--- config.mk ---
export PLATFORM = sky130hd
export DESIGN_NAME = arena_slot_table_allocator_unit
export DESIGN_NICKNAME = d
export VERILOG_FILES = /design/src/design/asta_pkg.sv /design/src/design/asta_slot_ram.sv /design/src/design/asta_ctrl.sv /design/src/design/arena_slot_table_allocator_unit.sv
export SDC_FILE = /design/constraint.sdc
export NUM_CORES = 2
export LEC_CHECK = 0
export ABC_AREA = 0
export BUFFER_PORTS_ARGS = -buffer_cell sky130_fd_sc_hd__buf_4
export CAP_MARGIN = 20
export CELL_PAD_IN_SITES_DETAIL_PLACEMENT = 2
export CELL_PAD_IN_SITES_GLOBAL_PLACEMENT = 2
export CORE_AREA = 2 2 746 377
export CTS_BUF_LIST = sky130_fd_sc_hd__clkbuf_4 sky130_fd_sc_hd__clkbuf_8
export CTS_CLUSTER_SIZE = 25
export DETAILED_ROUTE_END_ITERATION = 8
export DIE_AREA = 0 0 748 379
export PLACE_DENSITY_LB_ADDON = 0.1
export SLEW_MARGIN = 10
export SYNTH_ARGS = -nofsm -noshare
export SYNTH_HDL_FRONTEND = slang
export SYNTH_SLANG_ARGS = --single-unit
export TNS_END_PERCENT = 5
--- constraint.sdc ---
create_clock -name clk -period 26.2 [get_ports clk]
set_clock_uncertainty 0.05 [all_clocks]
set_input_delay 5.24 -clock clk [delete_from_list [all_inputs] [get_ports clk]]
set_output_delay 5.24 -clock clk [all_outputs]
set_load 0.02 [all_outputs]
--- src/design/asta_pkg.sv ---
package asta_pkg;

	localparam logic [2:0] OP_ALLOC   = 3'd0;
	localparam logic [2:0] OP_FREE    = 3'd1;
	localparam logic [2:0] OP_EXACT   = 3'd2;
	localparam logic [2:0] OP_POOL    = 3'd3;
	localparam logic [2:0] OP_OBSERVE = 3'd4;
	localparam logic [2:0] OP_INIT    = 3'd5;

	localparam logic [2:0] ERR_NONE        = 3'd0;
	localparam logic [2:0] ERR_ALLOC_SIZE  = 3'd1;
	localparam logic [2:0] ERR_LOOKUP_MISS = 3'd2;
	localparam logic [2:0] ERR_FREE_SIZE   = 3'd3;
	localparam logic [2:0] ERR_FREE_MISS   = 3'd4;

	localparam int unsigned CFG_IDX_W = 1;
	localparam logic [CFG_IDX_W-1:0] CFG_ARENA_START    = 1'b0;
	localparam logic [CFG_IDX_W-1:0] CFG_METADATA_START = 1'b1;

	typedef struct packed {
		logic [2:0]  op;
		logic [63:0] address;
		logic [63:0] size;
		logic [31:0] event_code;
	} asta_in_t;

	typedef struct packed {
		logic [63:0] result_address;
		logic        found;
		logic [2:0]  error_code;
		logic [31:0] grants_total;
		logic [31:0] releases_total;
		logic [63:0] checksum;
	} asta_out_t;

	// Multiply by 13 as 8 + 4 + 1.
	function automatic logic [63:0] mul13(input logic [63:0] v);
		return (v << 3) + (v << 2) + v;
	endfunction

	// Multiply by 33 as 32 + 1.
	function automatic logic [63:0] mul33(input logic [63:0] v);
		return (v << 5) + v;
	endfunction

endpackage

--- src/design/asta_slot_ram.sv ---
module asta_slot_ram #(
	parameter int unsigned DEPTH = 32,
	parameter int unsigned AW    = 5
) (
	input  logic          clk,
	input  logic          we,
	input  logic [AW-1:0] waddr,
	input  logic [63:0]   wdata,
	input  logic [AW-1:0] raddr,
	output logic [63:0]   rdata
);

	logic [63:0] mem [DEPTH];

	always_ff @(posedge clk) begin
		if (we) begin
			mem[waddr] <= wdata;
		end
	end

	always_ff @(posedge clk) begin
		rdata <= mem[raddr];
	end

endmodule

--- src/design/asta_ctrl.sv ---
module asta_ctrl #(
	parameter int unsigned     SLOTS        = 32,
	parameter longint unsigned REGION_BYTES = 64'd33554432,
	parameter longint unsigned ARENA_BYTES  = 64'd1048576,
	parameter longint unsigned POOL_BYTES   = 64'd16384,
	parameter int unsigned     IW           = 5
) (
	input  logic                clk,
	input  logic                arst_n,
	input  logic                start,
	output logic                busy,
	input  asta_pkg::asta_in_t  req,
	output logic                done,
	output asta_pkg::asta_out_t rsp,
	input  logic [63:0]         arena_start,
	input  logic [63:0]         metadata_start,
	output logic                mem_we,
	output logic [IW-1:0]       mem_waddr,
	output logic [63:0]         mem_wdata,
	output logic [IW-1:0]       mem_raddr,
	input  logic [63:0]         mem_rdata
);
	import asta_pkg::*;

	localparam int unsigned CW = $clog2(SLOTS + 1);
	localparam logic [63:0] ARENA64   = 64'(ARENA_BYTES);
	localparam logic [63:0] REGION64  = 64'(REGION_BYTES);
	localparam logic [63:0] POOL_LOW  = 64'(POOL_BYTES) - 64'd1;
	localparam logic [31:0] ARENA32   = 32'(ARENA_BYTES);

	typedef enum logic [2:0] {S_IDLE, S_SCAN, S_LOC, S_TERM, S_FIN} state_t;

	state_t      state_q;
	logic [2:0]  op_q;
	logic [63:0] key_q;
	logic [63:0] size13_q;
	logic [31:0] code_q;
	logic        size_ok_q;

	logic [CW-1:0] rd_ptr_q;
	logic          vld_s1;
	logic [IW-1:0] idx_s1;
	logic          live_s1;

	logic          hit_q;
	logic [IW-1:0] hit_idx_q;
	logic [63:0]   hit_base_q;
	logic [63:0]   diff_q;
	logic [31:0]   hit_ofs_q;
	logic [63:0]   loc_q;
	logic [63:0]   term_q;

	logic [SLOTS-1:0] live_q;
	logic [SLOTS-1:0] assigned_q;
	logic [63:0]      bump_q;
	logic [31:0]      grant_q;
	logic [31:0]      release_q;
	logic [63:0]      hash_q;
	logic             done_q;
	asta_out_t        rsp_q;

	logic [64:0] diff;
	logic        holds;
	logic        match;
	logic        issue;
	logic        last_cmp;
	logic        fits;
	logic        alloc_new;
	asta_out_t   fin_rsp;
	logic [63:0] fin_bump;
	logic [SLOTS-1:0] fin_live;
	logic [SLOTS-1:0] fin_assigned;

	assign busy = (state_q != S_IDLE);
	assign done = done_q;
	assign rsp  = rsp_q;

	// The compare stage sees the slot base that was read in the previous cycle.
	assign diff  = {1'b0, key_q} - {1'b0, mem_rdata};
	assign holds = !diff[64] && (diff[63:0] < ARENA64);

	always_comb begin
		case (op_q)
			OP_ALLOC:             match = !live_s1;
			OP_FREE, OP_EXACT:    match = live_s1 && (mem_rdata == key_q);
			OP_POOL, OP_OBSERVE:  match = live_s1 && holds;
			default:              match = 1'b0;
		endcase
	end

	assign issue     = (rd_ptr_q < CW'(SLOTS));
	assign last_cmp  = (idx_s1 == IW'(SLOTS - 1));
	assign mem_raddr = rd_ptr_q[IW-1:0];

	assign fits      = !((bump_q + ARENA64) > REGION64);
	assign alloc_new = (state_q == S_FIN) && (op_q == OP_ALLOC) && size_ok_q && hit_q &&
		!assigned_q[hit_idx_q] && fits;
	assign mem_we    = alloc_new;
	assign mem_waddr = hit_idx_q;
	assign mem_wdata = arena_start + bump_q;

	always_comb begin
		fin_rsp                = '0;
		fin_rsp.grants_total   = grant_q;
		fin_rsp.releases_total = release_q;
		fin_rsp.checksum       = hash_q;
		fin_bump               = bump_q;
		fin_live               = live_q;
		fin_assigned           = assigned_q;
		case (op_q)
			OP_ALLOC: begin
				if (!size_ok_q) begin
					fin_rsp.error_code = ERR_ALLOC_SIZE;
				end else if (hit_q && assigned_q[hit_idx_q]) begin
					fin_live[hit_idx_q]    = 1'b1;
					fin_rsp.grants_total   = grant_q + 32'd1;
					fin_rsp.result_address = hit_base_q;
					fin_rsp.found          = 1'b1;
				end else if (hit_q && fits) begin
					fin_live[hit_idx_q]     = 1'b1;
					fin_assigned[hit_idx_q] = 1'b1;
					fin_bump                = bump_q + ARENA64;
					fin_rsp.grants_total    = grant_q + 32'd1;
					fin_rsp.result_address  = mem_wdata;
					fin_rsp.found           = 1'b1;
				end
			end
			OP_FREE: begin
				if (!size_ok_q) begin
					fin_rsp.error_code = ERR_FREE_SIZE;
				end else if (hit_q) begin
					fin_live[hit_idx_q]    = 1'b0;
					fin_rsp.releases_total = release_q + 32'd1;
					fin_rsp.result_address = hit_base_q;
					fin_rsp.found          = 1'b1;
				end else begin
					fin_rsp.error_code = ERR_FREE_MISS;
				end
			end
			OP_EXACT: begin
				if (hit_q) begin
					fin_rsp.result_address = hit_base_q;
					fin_rsp.found          = 1'b1;
				end else begin
					fin_rsp.error_code = ERR_LOOKUP_MISS;
				end
			end
			OP_POOL: begin
				if (hit_q) begin
					fin_rsp.result_address = key_q;
					fin_rsp.found          = 1'b1;
				end
			end
			OP_OBSERVE: begin
				// A null address leaves the checksum alone.
				if (key_q != 64'd0) begin
					fin_rsp.checksum = mul33(hash_q) ^ term_q;
					fin_rsp.found    = hit_q;
				end
			end
			OP_INIT: begin
				fin_bump = (64'd0 - arena_start) & POOL_LOW;
			end
			default: begin
			end
		endcase
	end

	always_ff @(posedge clk or negedge arst_n) begin
		if (!arst_n) begin
			state_q    <= S_IDLE;
			done_q     <= 1'b0;
			vld_s1     <= 1'b0;
			rd_ptr_q   <= '0;
			hit_q      <= 1'b0;
			live_q     <= '0;
			assigned_q <= '0;
			bump_q     <= '0;
			grant_q    <= '0;
			release_q  <= '0;
			hash_q     <= '0;
		end else begin
			done_q <= 1'b0;
			case (state_q)
				S_IDLE: begin
					if (start) begin
						op_q      <= req.op;
						key_q     <= (req.op == OP_POOL) ? (req.address & ~POOL_LOW) : req.address;
						size13_q  <= mul13(req.size);
						code_q    <= req.event_code;
						size_ok_q <= (req.size == ARENA64);
						hit_q     <= 1'b0;
						rd_ptr_q  <= '0;
						vld_s1    <= 1'b0;
						case (req.op)
							OP_ALLOC, OP_FREE: begin
								state_q <= (req.size == ARENA64) ? S_SCAN : S_FIN;
							end
							OP_EXACT, OP_POOL: begin
								state_q <= S_SCAN;
							end
							OP_OBSERVE: begin
								state_q <= (req.address != 64'd0) ? S_SCAN : S_FIN;
							end
							default: begin
								state_q <= S_FIN;
							end
						endcase
					end
				end
				S_SCAN: begin
					if (vld_s1 && (match || last_cmp)) begin
						hit_q      <= match;
						hit_idx_q  <= idx_s1;
						hit_base_q <= mem_rdata;
						diff_q     <= diff[63:0];
						hit_ofs_q  <= 32'(idx_s1) * ARENA32;
						vld_s1     <= 1'b0;
						state_q    <= (op_q == OP_OBSERVE) ? S_LOC : S_FIN;
					end else begin
						vld_s1 <= issue;
						if (issue) begin
							idx_s1   <= rd_ptr_q[IW-1:0];
							live_s1  <= live_q[rd_ptr_q[IW-1:0]];
							rd_ptr_q <= rd_ptr_q + CW'(1);
						end
					end
				end
				S_LOC: begin
					loc_q   <= hit_q ? ({32'd0, hit_ofs_q} + diff_q)
						: (key_q - metadata_start + REGION64);
					state_q <= S_TERM;
				end
				S_TERM: begin
					term_q  <= loc_q + size13_q + {32'd0, code_q};
					state_q <= S_FIN;
				end
				S_FIN: begin
					live_q     <= fin_live;
					assigned_q <= fin_assigned;
					bump_q     <= fin_bump;
					grant_q    <= fin_rsp.grants_total;
					release_q  <= fin_rsp.releases_total;
					hash_q     <= fin_rsp.checksum;
					rsp_q      <= fin_rsp;
					done_q     <= 1'b1;
					state_q    <= S_IDLE;
				end
				default: begin
					state_q <= S_IDLE;
				end
			endcase
		end
	end

	a_done_after_busy: assert property (@(posedge clk) disable iff (!arst_n)
		done |-> $past(busy))
		else $error("result strobe without a request in flight");

	a_write_only_on_alloc: assert property (@(posedge clk) disable iff (!arst_n)
		mem_we |-> (state_q == S_FIN && op_q == OP_ALLOC))
		else $error("slot table written outside an alloc");

	a_live_is_assigned: assert property (@(posedge clk) disable iff (!arst_n)
		(live_q & ~assigned_q) == '0)
		else $error("live slot that was never assigned");

	a_assigned_sticky: assert property (@(posedge clk) disable iff (!arst_n)
		1'b1 |=> ((assigned_q & $past(assigned_q)) == $past(assigned_q)))
		else $error("assigned slot lost its mark");

	a_counts_hold: assert property (@(posedge clk) disable iff (!arst_n)
		(state_q != S_FIN) |=> ($stable(grant_q) && $stable(release_q)))
		else $error("counters moved outside the finish step");

endmodule

--- src/design/arena_slot_table_allocator_unit.sv ---
// Channel   Handshake               Payload
// request   start high, busy low    req  (asta_in_t)
// result    done, one cycle         rsp  (asta_out_t)
// config    cfg_valid & cfg_ready   cfg_index, cfg_data
//
// Requests that search the table walk the slot memory one entry per cycle through its
// single read port, and observe then passes through the checksum steps S_LOC and S_TERM.
// Requests that need no walk go straight from idle to the finish step.
// Reset clears all slot marks, counters and the checksum at once; no clearing pass.
// The result is shown for one cycle on done, and the receiver cannot stall it; a new
// request may start in that cycle.
// Configuration is always ready, and a written value is used from then on, also by a request already in flight.
module arena_slot_table_allocator_unit #(
	parameter int unsigned     SLOTS        = 32,
	parameter longint unsigned REGION_BYTES = 64'd33554432,
	parameter longint unsigned ARENA_BYTES  = 64'd1048576,
	parameter longint unsigned POOL_BYTES   = 64'd16384
) (
	input  logic                              clk,
	input  logic                              arst_n,
	input  logic                              start,
	output logic                              busy,
	input  asta_pkg::asta_in_t                req,
	output logic                              done,
	output asta_pkg::asta_out_t               rsp,
	input  logic                              cfg_valid,
	output logic                              cfg_ready,
	input  logic [asta_pkg::CFG_IDX_W-1:0]    cfg_index,
	input  logic [63:0]                       cfg_data
);
	import asta_pkg::*;

	localparam int unsigned IW = (SLOTS > 1) ? $clog2(SLOTS) : 1;

	logic [63:0]   arena_start_q;
	logic [63:0]   metadata_start_q;
	logic          mem_we;
	logic [IW-1:0] mem_waddr;
	logic [63:0]   mem_wdata;
	logic [IW-1:0] mem_raddr;
	logic [63:0]   mem_rdata;

	assign cfg_ready = 1'b1;

	always_ff @(posedge clk or negedge arst_n) begin
		if (!arst_n) begin
			arena_start_q    <= '0;
			metadata_start_q <= '0;
		end else if (cfg_valid && cfg_ready) begin
			case (cfg_index)
				CFG_ARENA_START:    arena_start_q    <= cfg_data;
				CFG_METADATA_START: metadata_start_q <= cfg_data;
				default: begin
				end
			endcase
		end
	end

	asta_slot_ram #(
		.DEPTH (SLOTS),
		.AW    (IW)
	) u_ram (
		.clk   (clk),
		.we    (mem_we),
		.waddr (mem_waddr),
		.wdata (mem_wdata),
		.raddr (mem_raddr),
		.rdata (mem_rdata)
	);

	asta_ctrl #(
		.SLOTS        (SLOTS),
		.REGION_BYTES (REGION_BYTES),
		.ARENA_BYTES  (ARENA_BYTES),
		.POOL_BYTES   (POOL_BYTES),
		.IW           (IW)
	) u_ctrl (
		.clk            (clk),
		.arst_n         (arst_n),
		.start          (start),
		.busy           (busy),
		.req            (req),
		.done           (done),
		.rsp            (rsp),
		.arena_start    (arena_start_q),
		.metadata_start (metadata_start_q),
		.mem_we         (mem_we),
		.mem_waddr      (mem_waddr),
		.mem_wdata      (mem_wdata),
		.mem_raddr      (mem_raddr),
		.mem_rdata      (mem_rdata)
	);

endmodule
==> summary.md, run 1 <==
| Metric | Value |
|---|---|
| Yosys warnings | `0` |
| DP Wirelength | `413,000 um` |
| Failing step | `detailed placement (3_5_place_dp)` |
| Gpl congestion | `0.939` |
| Post-synth EDFFs | `between 2k and 3k` |
| PortBufs | `429` |
| Die width | `roughly 750 um` |
| Most used flip-flop cell after synthesis | `edfxtp_1` |
| Distinct cells, synth | `~110` |
| Cell Area, Synth | `about 0.14 mm2` |
| Starting Density | `between 50 and 60%` |
| Sequential area share after synthesis | `a little under two thirds` |
| Top-level I/O count | `431` |
| Syn_area_per_cell | `15.7 um2` |
| Async S/R FF share, synth | `12.5%` |
| Net Count, Synth | `roughly 10k` |
| Synthesized instance count | `about 9.2k` |
| # rows | `~140` |
| Tool error | `[ERROR DPL-0033] detailed placement checks failed during check placement.` |
| Status | `stopped before the end` |
| Seq cells post-synth | `roughly 3.1k` |
| Die Height | `roughly 380 um` |
[cell usage after synthesis (73+ instances only)]
cell type / instances / area (um2)
a21o_1: 237 / 1780
nand2b_1: 73 / 457
nor2_1: 430 / 1610
inv_1: 324 / 1220
xnor2_1: 408 / 3570
nand4_1: 108 / 676
a21oi_1: 448 / 2240
nand2_1: 459 / 1720
o21ai_0: 324 / 1620
clkbuf_1: 281 / 1050
ha_1: 500 / 6260
edfxtp_1: 2675 / 80300
nor3_1: 94 / 470
fa_1: 99 / 1980
mux4_2: 658 / 14800
dfrtp_1: 390 / 9760
a22oi_1: 100 / 751
xor2_1: 186 / 1630
nand3_1: 138 / 691
mux2_2: 247 / 2780
[kinds of logic after synthesis]
kind of cell,count (synthesis),synth area share [%]
buf+inv,667,1.81
flops,3129,63.7
simple gates,1697,5.84
mux,911,12.3
compound gates,1555,6.94
fa+ha+maj,599,5.75
other cells,1,0.00262
xor+xnor,594,3.63
[stage by stage]
stage / hold WS [ns] / setup slack (ns)
global placement: 0.368 / 14.76
floorplan: 0.358 / 10.41
==> inputs of run 2 (changes only) <==
Settings changed: CELL_PAD_IN_SITES_DETAIL_PLACEMENT 2 to not set, CELL_PAD_IN_SITES_GLOBAL_PLACEMENT 2 to not set, CORE_AREA 2 2 746 377 to 2 2 602 604, CTS_BUF_LIST sky130_fd_sc_hd__clkbuf_4 sky130_fd_sc_hd__clkbuf_8 to not set, CTS_CLUSTER_SIZE 25 to not set, DIE_AREA 0 0 748 379 to 0 0 604 606, PLACE_DENSITY_LB_ADDON 0.1 to 0.15.
==> run 2 against run 1 <==
Net effect: the run now ends clean; synthesized cell count stayed put; area after synthesis stayed put.
==> summary.md, run 2 <==
| Metric | Value |
|---|---|
| CTS Sinks | `3,129` |
| GR Overflow Total | `0` |
| CTS H-tree depth | `5` |
| Core ar. | `roughly 0.36 mm2` |
| Worst skew pair latency | `between 0.9 and 1 ns` |
| Commonest non-fill, non-tap cell in the layout | `edfxtp_1` |
| Antenna violations before repair | `35` |
| Post-synth top cells | `2,675 x edfxtp_1, 658 x mux4_2, 500 x ha_1` |
| Postcts setup bufs | `0` |
| Routed vias/inst | `5.69` |
| Final ANT Viol Nets | `0` |
| Setup Total Neg Slack | `0 ns` |
| Crit path kind | `input port to flip-flop` |
| Die Height | `606 um` |
| Hold Violations, Final | `0` |
| Async S/R FF share, synth | `between 10% and 20%` |
| Commonest non-fill, non-tap cells in the layout | `2,675 x edfxtp_1, 658 x mux4_2, 615 x buf_4` |
| Syn_area_per_cell | `about 16 um2` |
| # nets final | `10.6k` |
| Die width | `slightly above 600 um` |
| DIE AREA | `between 0.3 and 0.4 mm2` |
| # hold bufs at CTS | `0` |
| Largest reg by FF count | `u_ram.mem` |
| Max-slew violation count | `0` |
| CTS buffer count | `about 340` |
| Max FFs per register | `around 2.0k` |
| Leakage | `59.0 nW` |
| CP startpoint kind | `input port` |
| Drt wl/cell | `between 20 and 30 um` |
| Share of cells above drive strength 1 | `between 20 and 25%` |
| Reg2Reg Launch Point | `u_ctrl.bump_q[21]` |
| Post-synth EDFFs | `approximately 2.7k` |
| Finished Layout Cells | `between 10k and 15k` |
| Seq cells post-synth | `3,129` |
| Final WL | `~440,000 um` |
| Period utilisation layout | `39.6%` |
| Synth area leader | `edfxtp_1` |
| Cell Area, Synth | `between 0.1 and 0.15 mm2` |
| Final setup vio count | `0` |
| Fmax | `0.0964 GHz` |
| Most used flip-flop cell after synthesis | `edfxtp_1` |
| Worst EP arrival | `~11 ns` |
| Gpl congestion | `~0.93` |
| CP Data Required Time | `about 27 ns` |
| PortBufs | `429` |
| # rows | `about 220` |
| Worst hold path type | `flip-flop to flip-flop` |
| Crit end category | `flip-flop` |
| Vias | `84.6k` |
| Synthesized instance count | `slightly above 9k` |
| Fin crit period | `around 10 ns` |
| Starting Density | `39.8%` |
| Count leader, synth | `edfxtp_1` |
| Net Count, Synth | `9,984` |
| Sequential area share after synthesis | `between 60 and 70%` |
| PD cells | `~100 mW/mm2` |
| Distinct cells, synth | `105` |
| Synth area leaders | `edfxtp_1 56%, mux4_2 10%, dfrtp_1 6.8%, ha_1 4.4%, xnor2_1 2.5%` |
| Critical path fanouts, max | `5` |
| Max_cap viols | `0` |
| GRT Util Overall | `about a quarter` |
| Share of the synthesized area in the top cell type | `between 50% and 60%` |
| Status | `complete, no violations` |
| CTS tree | `yes` |
| Hold path startpoint | `u_ram.rdata[9]` |
| Worst VDD drop | `about 0.000063 V` |
| # DRC | `0` |
| Crit path from | `req[32]` |
| Layout area overhead | `15.4%` |
| # resized after CTS | `0` |
| Yosys warnings | `0` |
| Max_slew headroom | `17.7%` |
| Top-level I/O count | `approximately 430` |
| CTS max path bufs | `4` |
| Inst Count DP | `14.2k` |
| DRT Pass-1 Iters | `5` |
| Worst Max-Slew Pin Slew | `~1.2 ns` |
| DP Wirelength | `291,000 um` |
| Starting DRT DRC Count | `7,957` |
| RSZ-0062 raised after global routing | `no` |
| Largest net degree at the start of global routing | `145` |
| CTS clock-pin slew for the worst setup and hold paths | `about 0.06 ns` |
| Vias in the first global route | `roughly 86k` |
| Clock Tree Root | `clkbuf_16` |
| First-pass GRT wire length | `~630,000 um` |
==> run 2: cell counts after synthesis <==
No cell type changed its count.
==> run 2: critical path, stage by stage <==
cell      delay (ns)
buf_4           0.14
fa_1            0.53
ha_1            0.18
inv_1           0.07
fa_1            0.46
nor2b_1         0.17
o21ai_0         0.14
a2111o_1        0.44
a21oi_1         0.32
nor3_1          0.17
a211oi_1        0.58
nor2_1          0.16
o21ai_0         0.60
a31oi_1         0.38
o311ai_0        0.78
a311o_1         0.29
a31o_2          0.15
a21oi_1         0.07
xnor2_1         0.12
==> run 2: power breakdown <==
part	total (W)	internal [W]	leakage (nW)	switching, W
combinational	0.00513	0.00211	23.7	0.00302
sequential	0.00653	0.00614	29.7	0.000388
clock	0.00495	0.00293	5.60	0.00202
==> run 2: final timing paths <==
check / cells after the start / end / slack [ns]
max: 19 / u_ctrl.size13_q[63] / 15.83
min: 0 / u_ctrl.hit_base_q[9] / 0.39
max reg2reg: 17 / u_ram.mem[27][51] / 18.85
min reg2reg: 0 / u_ctrl.hit_base_q[9] / 0.39
max in group asynchronous: 4 / metadata_start_q[48] / 19.14
min in group asynchronous: 1 / u_ctrl.hash_q[26] / 4.15
==> run 2: area by class of cell <==
type                            count  area (um2)
Inverter                          324        1220
Timing Repair Buffer              629        4900
Sequential cell                  3129       91400
Fill cell                       31300      195000
Multi-Input combinational cell   5357       50400
Tap cell                         4794        6000
Clock inverter                    168        1990
Clock buffer                      460        9500
Antenna cell                       21        52.6
==> run 2: routing by layer <==
layer  routed length (um)  global-route usage, %  vias to the layer above
li1                     -                      -                    37000
met1               178000                   30.5                    44200
met2               220000                   40.8                     2783
met3                23400                   2.81                      662
met4                21300                   10.2                        2
met5                   10                      0                        -
==> run 2: through the flow <==
step	hold WS (ns)	util (%)	cell area (um2)	setup WS [ns]	total power (W)
after floorplan	0.358	-	143000	10.41	0.00999
after global placement	0.380	42.7	154000	15.00	0.0117
after detailed placement	0.372	42.7	154000	14.95	0.0117
after CTS	0.388	45.9	165000	15.91	0.0167
after global routing	0.405	45.9	165000	15.56	0.0174
final	0.388	45.9	165000	15.83	0.0166
==> run 2: cell families after synthesis <==
logic type	Yosys count	synth area share (%)
compound gates	1555	6.94
xor+xnor	594	3.63
fa+ha+maj	599	5.75
buf+inv	667	1.81
flops	3129	63.7
mux	911	12.3
other cells	1	0.00262
simple gates	1697	5.84
Power figures use the tool's default switching activity.
